[config.mk]
export PLATFORM = sky130hd
export DESIGN_NAME = prime_factor_count
export DESIGN_NICKNAME = d
export VERILOG_FILES = /design/src/rtl/pfc_pkg.sv /design/src/rtl/prime_factor_count.sv
export SDC_FILE = /design/constraint.sdc
export NUM_CORES = 1
export LEC_CHECK = 0
export BUFFER_PORTS_ARGS = -buffer_cell sky130_fd_sc_hd__buf_2
export CORE_MARGIN = 1.5
export CORE_UTILIZATION = 45
export CTS_CLUSTER_SIZE = 12
export DETAILED_ROUTE_END_ITERATION = 7
export SLEW_MARGIN = 25
export SYNTH_ARGS = -nofsm -noshare
export SYNTH_HDL_FRONTEND = slang
export SYNTH_SLANG_ARGS = --single-unit
[constraint.sdc]
create_clock -name clk -period 6.5 [get_ports clk]
set_input_delay 0.975 -clock clk [delete_from_list [all_inputs] [get_ports clk]]
set_output_delay 0.975 -clock clk [all_outputs]
set_load 0.02 [all_outputs]
[src/rtl/pfc_pkg.sv]
`timescale 1ns / 1ps

package pfc_pkg;

	localparam int VALUE_BITS_DEF = 32;
	localparam int COUNT_W        = 6;
	localparam int COUNT_MAX      = 63;
	localparam int FIRST_DIVISOR  = 2;

	typedef enum logic [1:0] {
		ST_IDLE,
		ST_DIV,
		ST_EVAL
	} pfc_state_t;

endpackage

[src/rtl/prime_factor_count.sv]
`timescale 1ns / 1ps

// Counts the prime factors of value, with multiplicity, by trial division.
// A word is taken when start is high while busy is low; busy stays high until
// the count is ready. The count is on factor_count in the single cycle in
// which done is high and is held until the next word is taken, which may
// be in that cycle, so it must be captured in that cycle. Each trial is one
// bit-serial restoring division of the remaining value by the divisor:
// shift and subtract steps in ST_DIV, one quotient bit each, then an ST_EVAL
// step that checks divisor <= quotient and either divides the value down,
// steps the divisor, or finishes. The number of trials is the divisors tried
// plus the exact divisions found. Inputs 0 and 1 finish in the cycle after
// start. For 32 bits the worst case is a prime near 2^32: about 65536 trials.
module prime_factor_count #(
	parameter int VALUE_BITS = pfc_pkg::VALUE_BITS_DEF
) (
	input  logic                         clk,
	input  logic                         arst_n,
	input  logic                         start,
	output logic                         busy,
	input  logic [VALUE_BITS-1:0]        value,
	output logic                         done,
	output logic [pfc_pkg::COUNT_W-1:0]  factor_count
);
	import pfc_pkg::*;

	localparam int BIT_W = $clog2(VALUE_BITS);

	pfc_state_t            state_q, state_d;
	logic [VALUE_BITS-1:0] rem_q;
	logic [VALUE_BITS-1:0] div_q;
	logic [VALUE_BITS-1:0] quo_q;
	logic [VALUE_BITS-1:0] part_q;
	logic [BIT_W-1:0]      bit_q;
	logic [COUNT_W-1:0]    cnt_q;
	logic                  done_q;

	logic                  accept;
	logic                  small_in;
	logic [VALUE_BITS:0]   shifted;
	logic [VALUE_BITS:0]   diff;
	logic                  fits;
	logic                  stop;
	logic                  exact;
	logic [COUNT_W-1:0]    cnt_inc;

	assign accept   = start && (state_q == ST_IDLE);
	assign small_in = (value < VALUE_BITS'(FIRST_DIVISOR));

	// one quotient bit per cycle
	assign shifted = {part_q, quo_q[VALUE_BITS-1]};
	assign diff    = shifted - {1'b0, div_q};
	assign fits    = !diff[VALUE_BITS];

	// divisor squared above the value once divisor exceeds the quotient
	assign stop    = div_q > quo_q;
	assign exact   = (part_q == '0);
	assign cnt_inc = (cnt_q < COUNT_W'(COUNT_MAX)) ? cnt_q + COUNT_W'(1) : cnt_q;

	always_comb begin
		state_d = state_q;
		case (state_q)
			ST_IDLE: begin
				if (accept && !small_in) begin
					state_d = ST_DIV;
				end
			end
			ST_DIV: begin
				if (bit_q == '0) begin
					state_d = ST_EVAL;
				end
			end
			ST_EVAL: begin
				if (stop) begin
					state_d = ST_IDLE;
				end else begin
					state_d = ST_DIV;
				end
			end
			default: state_d = ST_IDLE;
		endcase
	end

	always_ff @(posedge clk or negedge arst_n) begin
		if (!arst_n) begin
			state_q <= ST_IDLE;
			done_q  <= 1'b0;
			cnt_q   <= '0;
		end else begin
			state_q <= state_d;
			done_q  <= 1'b0;
			if (accept) begin
				cnt_q <= '0;
				if (small_in) begin
					done_q <= 1'b1;
				end
			end else if (state_q == ST_EVAL) begin
				if (stop) begin
					done_q <= 1'b1;
					if (rem_q > VALUE_BITS'(1)) begin
						cnt_q <= cnt_inc;
					end
				end else if (exact) begin
					cnt_q <= cnt_inc;
				end
			end
		end
	end

	always_ff @(posedge clk) begin
		case (state_q)
			ST_IDLE: begin
				if (accept) begin
					rem_q  <= value;
					div_q  <= VALUE_BITS'(FIRST_DIVISOR);
					quo_q  <= value;
					part_q <= '0;
					bit_q  <= BIT_W'(VALUE_BITS - 1);
				end
			end
			ST_DIV: begin
				part_q <= fits ? diff[VALUE_BITS-1:0] : shifted[VALUE_BITS-1:0];
				quo_q  <= {quo_q[VALUE_BITS-2:0], fits};
				bit_q  <= bit_q - BIT_W'(1);
			end
			ST_EVAL: begin
				part_q <= '0;
				bit_q  <= BIT_W'(VALUE_BITS - 1);
				if (exact) begin
					// divide down, same divisor again
					rem_q <= quo_q;
					quo_q <= quo_q;
				end else begin
					div_q <= div_q + VALUE_BITS'(1);
					quo_q <= rem_q;
				end
			end
			default: ;
		endcase
	end

	assign busy         = (state_q != ST_IDLE);
	assign done         = done_q;
	assign factor_count = cnt_q;

endmodule
==> flow_summary.yaml <==
timing:
  timing.final.ws_setup_ns: 2.98
  setup_viol: 0
  tightestPinTransition_ns: 1.06
  final_min_period_over_clock_period_pct: 54.1
  fin_crit_ns: 3.52
  fin_skew_ns: 0.0160
  relSlewSlack_pct: 27.5
  timing.setup.tns_ns: 0
  rsz0062_at_grt: "false"
  fmax_mhz: 284
  slew_violations: 0
  hold_violations: 0
worst_setup_path:
  path_class: "flip-flop to flip-flop"
  path_buf_inv: 2
  startpoint: "quo_q[31]"
  cp_max_fo: 20
  slowest_stage: "fa_1"
  rr_worst_depth: 13
  path_depth: 13
  arrival_ns: 3.66
  crit_family: "compound AO/OA/AOI/OAI gates"
  cp_data_required_time_ns: 6.65
  cp_slowest_stage_delay_ns: 0.41
  cp-start-kind: "flip-flop"
  r2r_slack_ns: 2.98
  timing.rr.start: "quo_q[31]"
  endpoint: "part_q[12]"
  crit_path_end_kind: "flip-flop"
  path_cells: "inv_1 -> ha_1 -> fa_1 -> nand2b_1 -> a21oi_1 -> o211ai_1 -> and2_0 -> o21ai_0 -> o21ai_1 -> xnor2_2 -> buf_4 -> mux2i_1 -> nor2_1"
  r2r-end: "part_q[12]"
drt:
  vias: 7689
  drc: 0
  finalWirelength_mm: 23.8
  antenna_left: 0
  first_iter_violations: 502
  routedWlPerCell_um: 17.2
  firstDrtPassIters: 4
  vias_per_cell: 5.55
cells_and_area:
  antenna_cells: 0
  syn2layout_area_growth_pct: 12.0
  drive_gt1_share_pct: 8.74
  stdcell_area_um2: 10900
  num-fill-cells: 2016
  nets: 1204
  instances_no_fill: 1385
grt:
  grt_first_pass_wirelength_mm: 38.8
  antenna_found_initial: 1
  track_usage_pct: 22.1
  grt_max_degree: 98
  overflow: 0
  grt_pass1_vias: 7495
synthesis:
  syn_inst: 1062
  synth-simple-area-share_pct: 17.3
  syn_area_um2: 9780
  syn-num-nets: 1169
  yosys.area.top_type_share_pct: 40.9
  synth_cell_types: 52
  synth.area.top_cells: "edfxtp_1, ha_1, a21oi_1"
  synth_compound_gate_area_share_pct: 16.8
  async_flop_share_pct: 6.34
  ys_ff_latch: 142
  yosysSeqAreaShare_pct: 43.2
  synth_ff_type: "edfxtp_1"
  synthXorXnorAreaFrac_pct: 5.47
  syn-mean-instance-area_um2: 9.20
  synth.area.mux_share_pct: 3.29
  synth_top_family_by_area: "simple AND/OR/NAND/NOR gates"
  synth_top_area_cell: "edfxtp_1"
  synthAdderAreaFrac_pct: 9.29
  yosys_warnings: 0
  synth-edff-count: 133
power_and_ir_drop:
  ir_worst_vdd_mv: 0.766
  total_power_mw: 6.63
  p_leak_nw: 4.66
  powerDensity_nw_per_um2: 605
clock_network:
  cts_root_buf: "clkbuf_16"
  cts_tree: "yes"
  cts_buffer_depth: 2
  clk_latency_ns: 0.43
  clock-sinks: 142
  post_cts_buffers: 0
  numCtsBuffers: 17
  clkTransAtPathRegs_ns: 0.07
  cts.htree.levels: 4
  cts_hold_repair.buffers: 0
  cts_resized: 0
placement:
  dpl.hpwl_mm: 16.8
  dpl.cell_count: 1352
  dpl_worst_slack_ns: 2.99
  io_buffers: 42
  gp_congestion: 0.857
  dpl_cell_area_um2: 10300
floorplan:
  initial_core_util_pct: 46.2
  std_cell_rows: 53
  die_height_um: 150
  io_pins: 43
  dieArea_um2: 22600
  die_w_um: 150
  core_area_um2: 21200
min_path:
  hp-class: "input pin to asynchronous set/reset pin"
run_status:
  status: "completed"
run:
  maxCapViolCount: 0
-- state kept, by name (all words and copies together) (netlist names) --
| register | flops |
|---|---|
| div_q | 32 |
| part_q | 32 |
| quo_q | 32 |
| rem_q | 32 |
| factor_count | 6 |
| bit_q | 5 |
| state_q | 2 |
| done | 1 |
-- worst reg2reg max path: stages (launching register included) --
cell	delay, ns
edfxtp_1	0.39
inv_1	0.12
ha_1	0.22
fa_1	0.41
nand2b_1	0.19
a21oi_1	0.24
o211ai_1	0.15
and2_0	0.19
o21ai_0	0.28
o21ai_1	0.17
xnor2_2	0.20
buf_4	0.38
mux2i_1	0.23
nor2_1	0.08
-- kinds of logic (layout without fill, tap and decap cells) --
kind of cell,after synthesis,count (layout)
mux,32,32
fa+ha+maj,72,72
compound gates,275,275
simple gates,365,365
xor+xnor,61,61
buf+inv,115,163
flops,142,142
-- worst min-delay path by stage --
stage | startpoint | endpoint | slack, ns
detailed placement | bit_q[4] | bit_q[4] | 0.55
finish | arst_n | state_q[0] | 0.39
floorplan | bit_q[4] | bit_q[4] | 0.53
CTS | arst_n | state_q[0] | 0.38
global placement | bit_q[4] | bit_q[4] | 0.55
global route | arst_n | state_q[0] | 0.39
-- report_power, final --
| group | leakage (nW) | switching [mW] | internal, mW |
|---|---|---|---|
| clock network | 0.299 | 0.427 | 0.652 |
| registers | 1.45 | 0.304 | 1.65 |
| logic | 2.91 | 2.17 | 1.43 |
| total | 4.66 | 2.90 | 3.73 |
-- layout make-up --
type | count | area [µm²] | share of cell area, %
inverter | 79 | 298 | 2.72
timing repair buffer | 52 | 322 | 2.94
sequential | 142 | 4220 | 38.5
clock buffer | 18 | 429 | 3.92
multi-input combinational | 805 | 5130 | 46.9
tap | 275 | 344 | 3.14
clock inverter | 14 | 204 | 1.86
-- per-stage QoR --
stage / utilization [%] / hold slack (ns)
after CTS: 51.6 / 0.377
final: 51.7 / 0.391
after global routing: 51.7 / 0.391
after floorplan: - / 0.527
after detailed placement: 48.6 / 0.552
after global placement: 48.5 / 0.547
-- placed cells by master (no fill, tap or decap), types with 27 or more instances in the layout --
| cell type | instances |
|---|---|
| xnor2_1 | 47 |
| buf_2 | 42 |
| nor4_1 | 27 |
| a21o_1 | 57 |
| nand2_1 | 43 |
| nor2_1 | 183 |
| a21oi_1 | 144 |
| ha_1 | 70 |
| mux2i_1 | 31 |
| o21ai_0 | 29 |
| edfxtp_1 | 133 |
| inv_1 | 77 |
-- synth_stat cells (all sizes together) (3+ instances only) --
cell / number
a21o: 57
nor2: 183
clkbuf: 29
nand4: 18
mux2i: 31
nor4: 27
xor2: 13
nor3: 18
a21boi: 3
or4: 3
o211ai: 7
or3: 4
and2: 4
o21ai: 32
ha: 71
a31oi: 3
dfrtp: 9
o31ai: 5
nor2b: 7
nand2b: 13
and4: 5
xnor2: 48
edfxtp: 133
nand3: 24
a211oi: 4
a21oi: 146
o21a: 3
inv: 79
nand2: 43
and3: 14
buf: 7
-- per-layer routing --
metal  share of wire [%]  global-route usage (%)  wire, µm  up-vias
met5               0.034                       0         8        -
met4                 1.4                    6.62       328        2
met3                 3.0                    2.79       715       28
met2                  45                    34.7     10700      137
met1                  50                    31.7     12000     3622
li1                    -                       -         -     3900
Power figures use the tool's default switching activity.
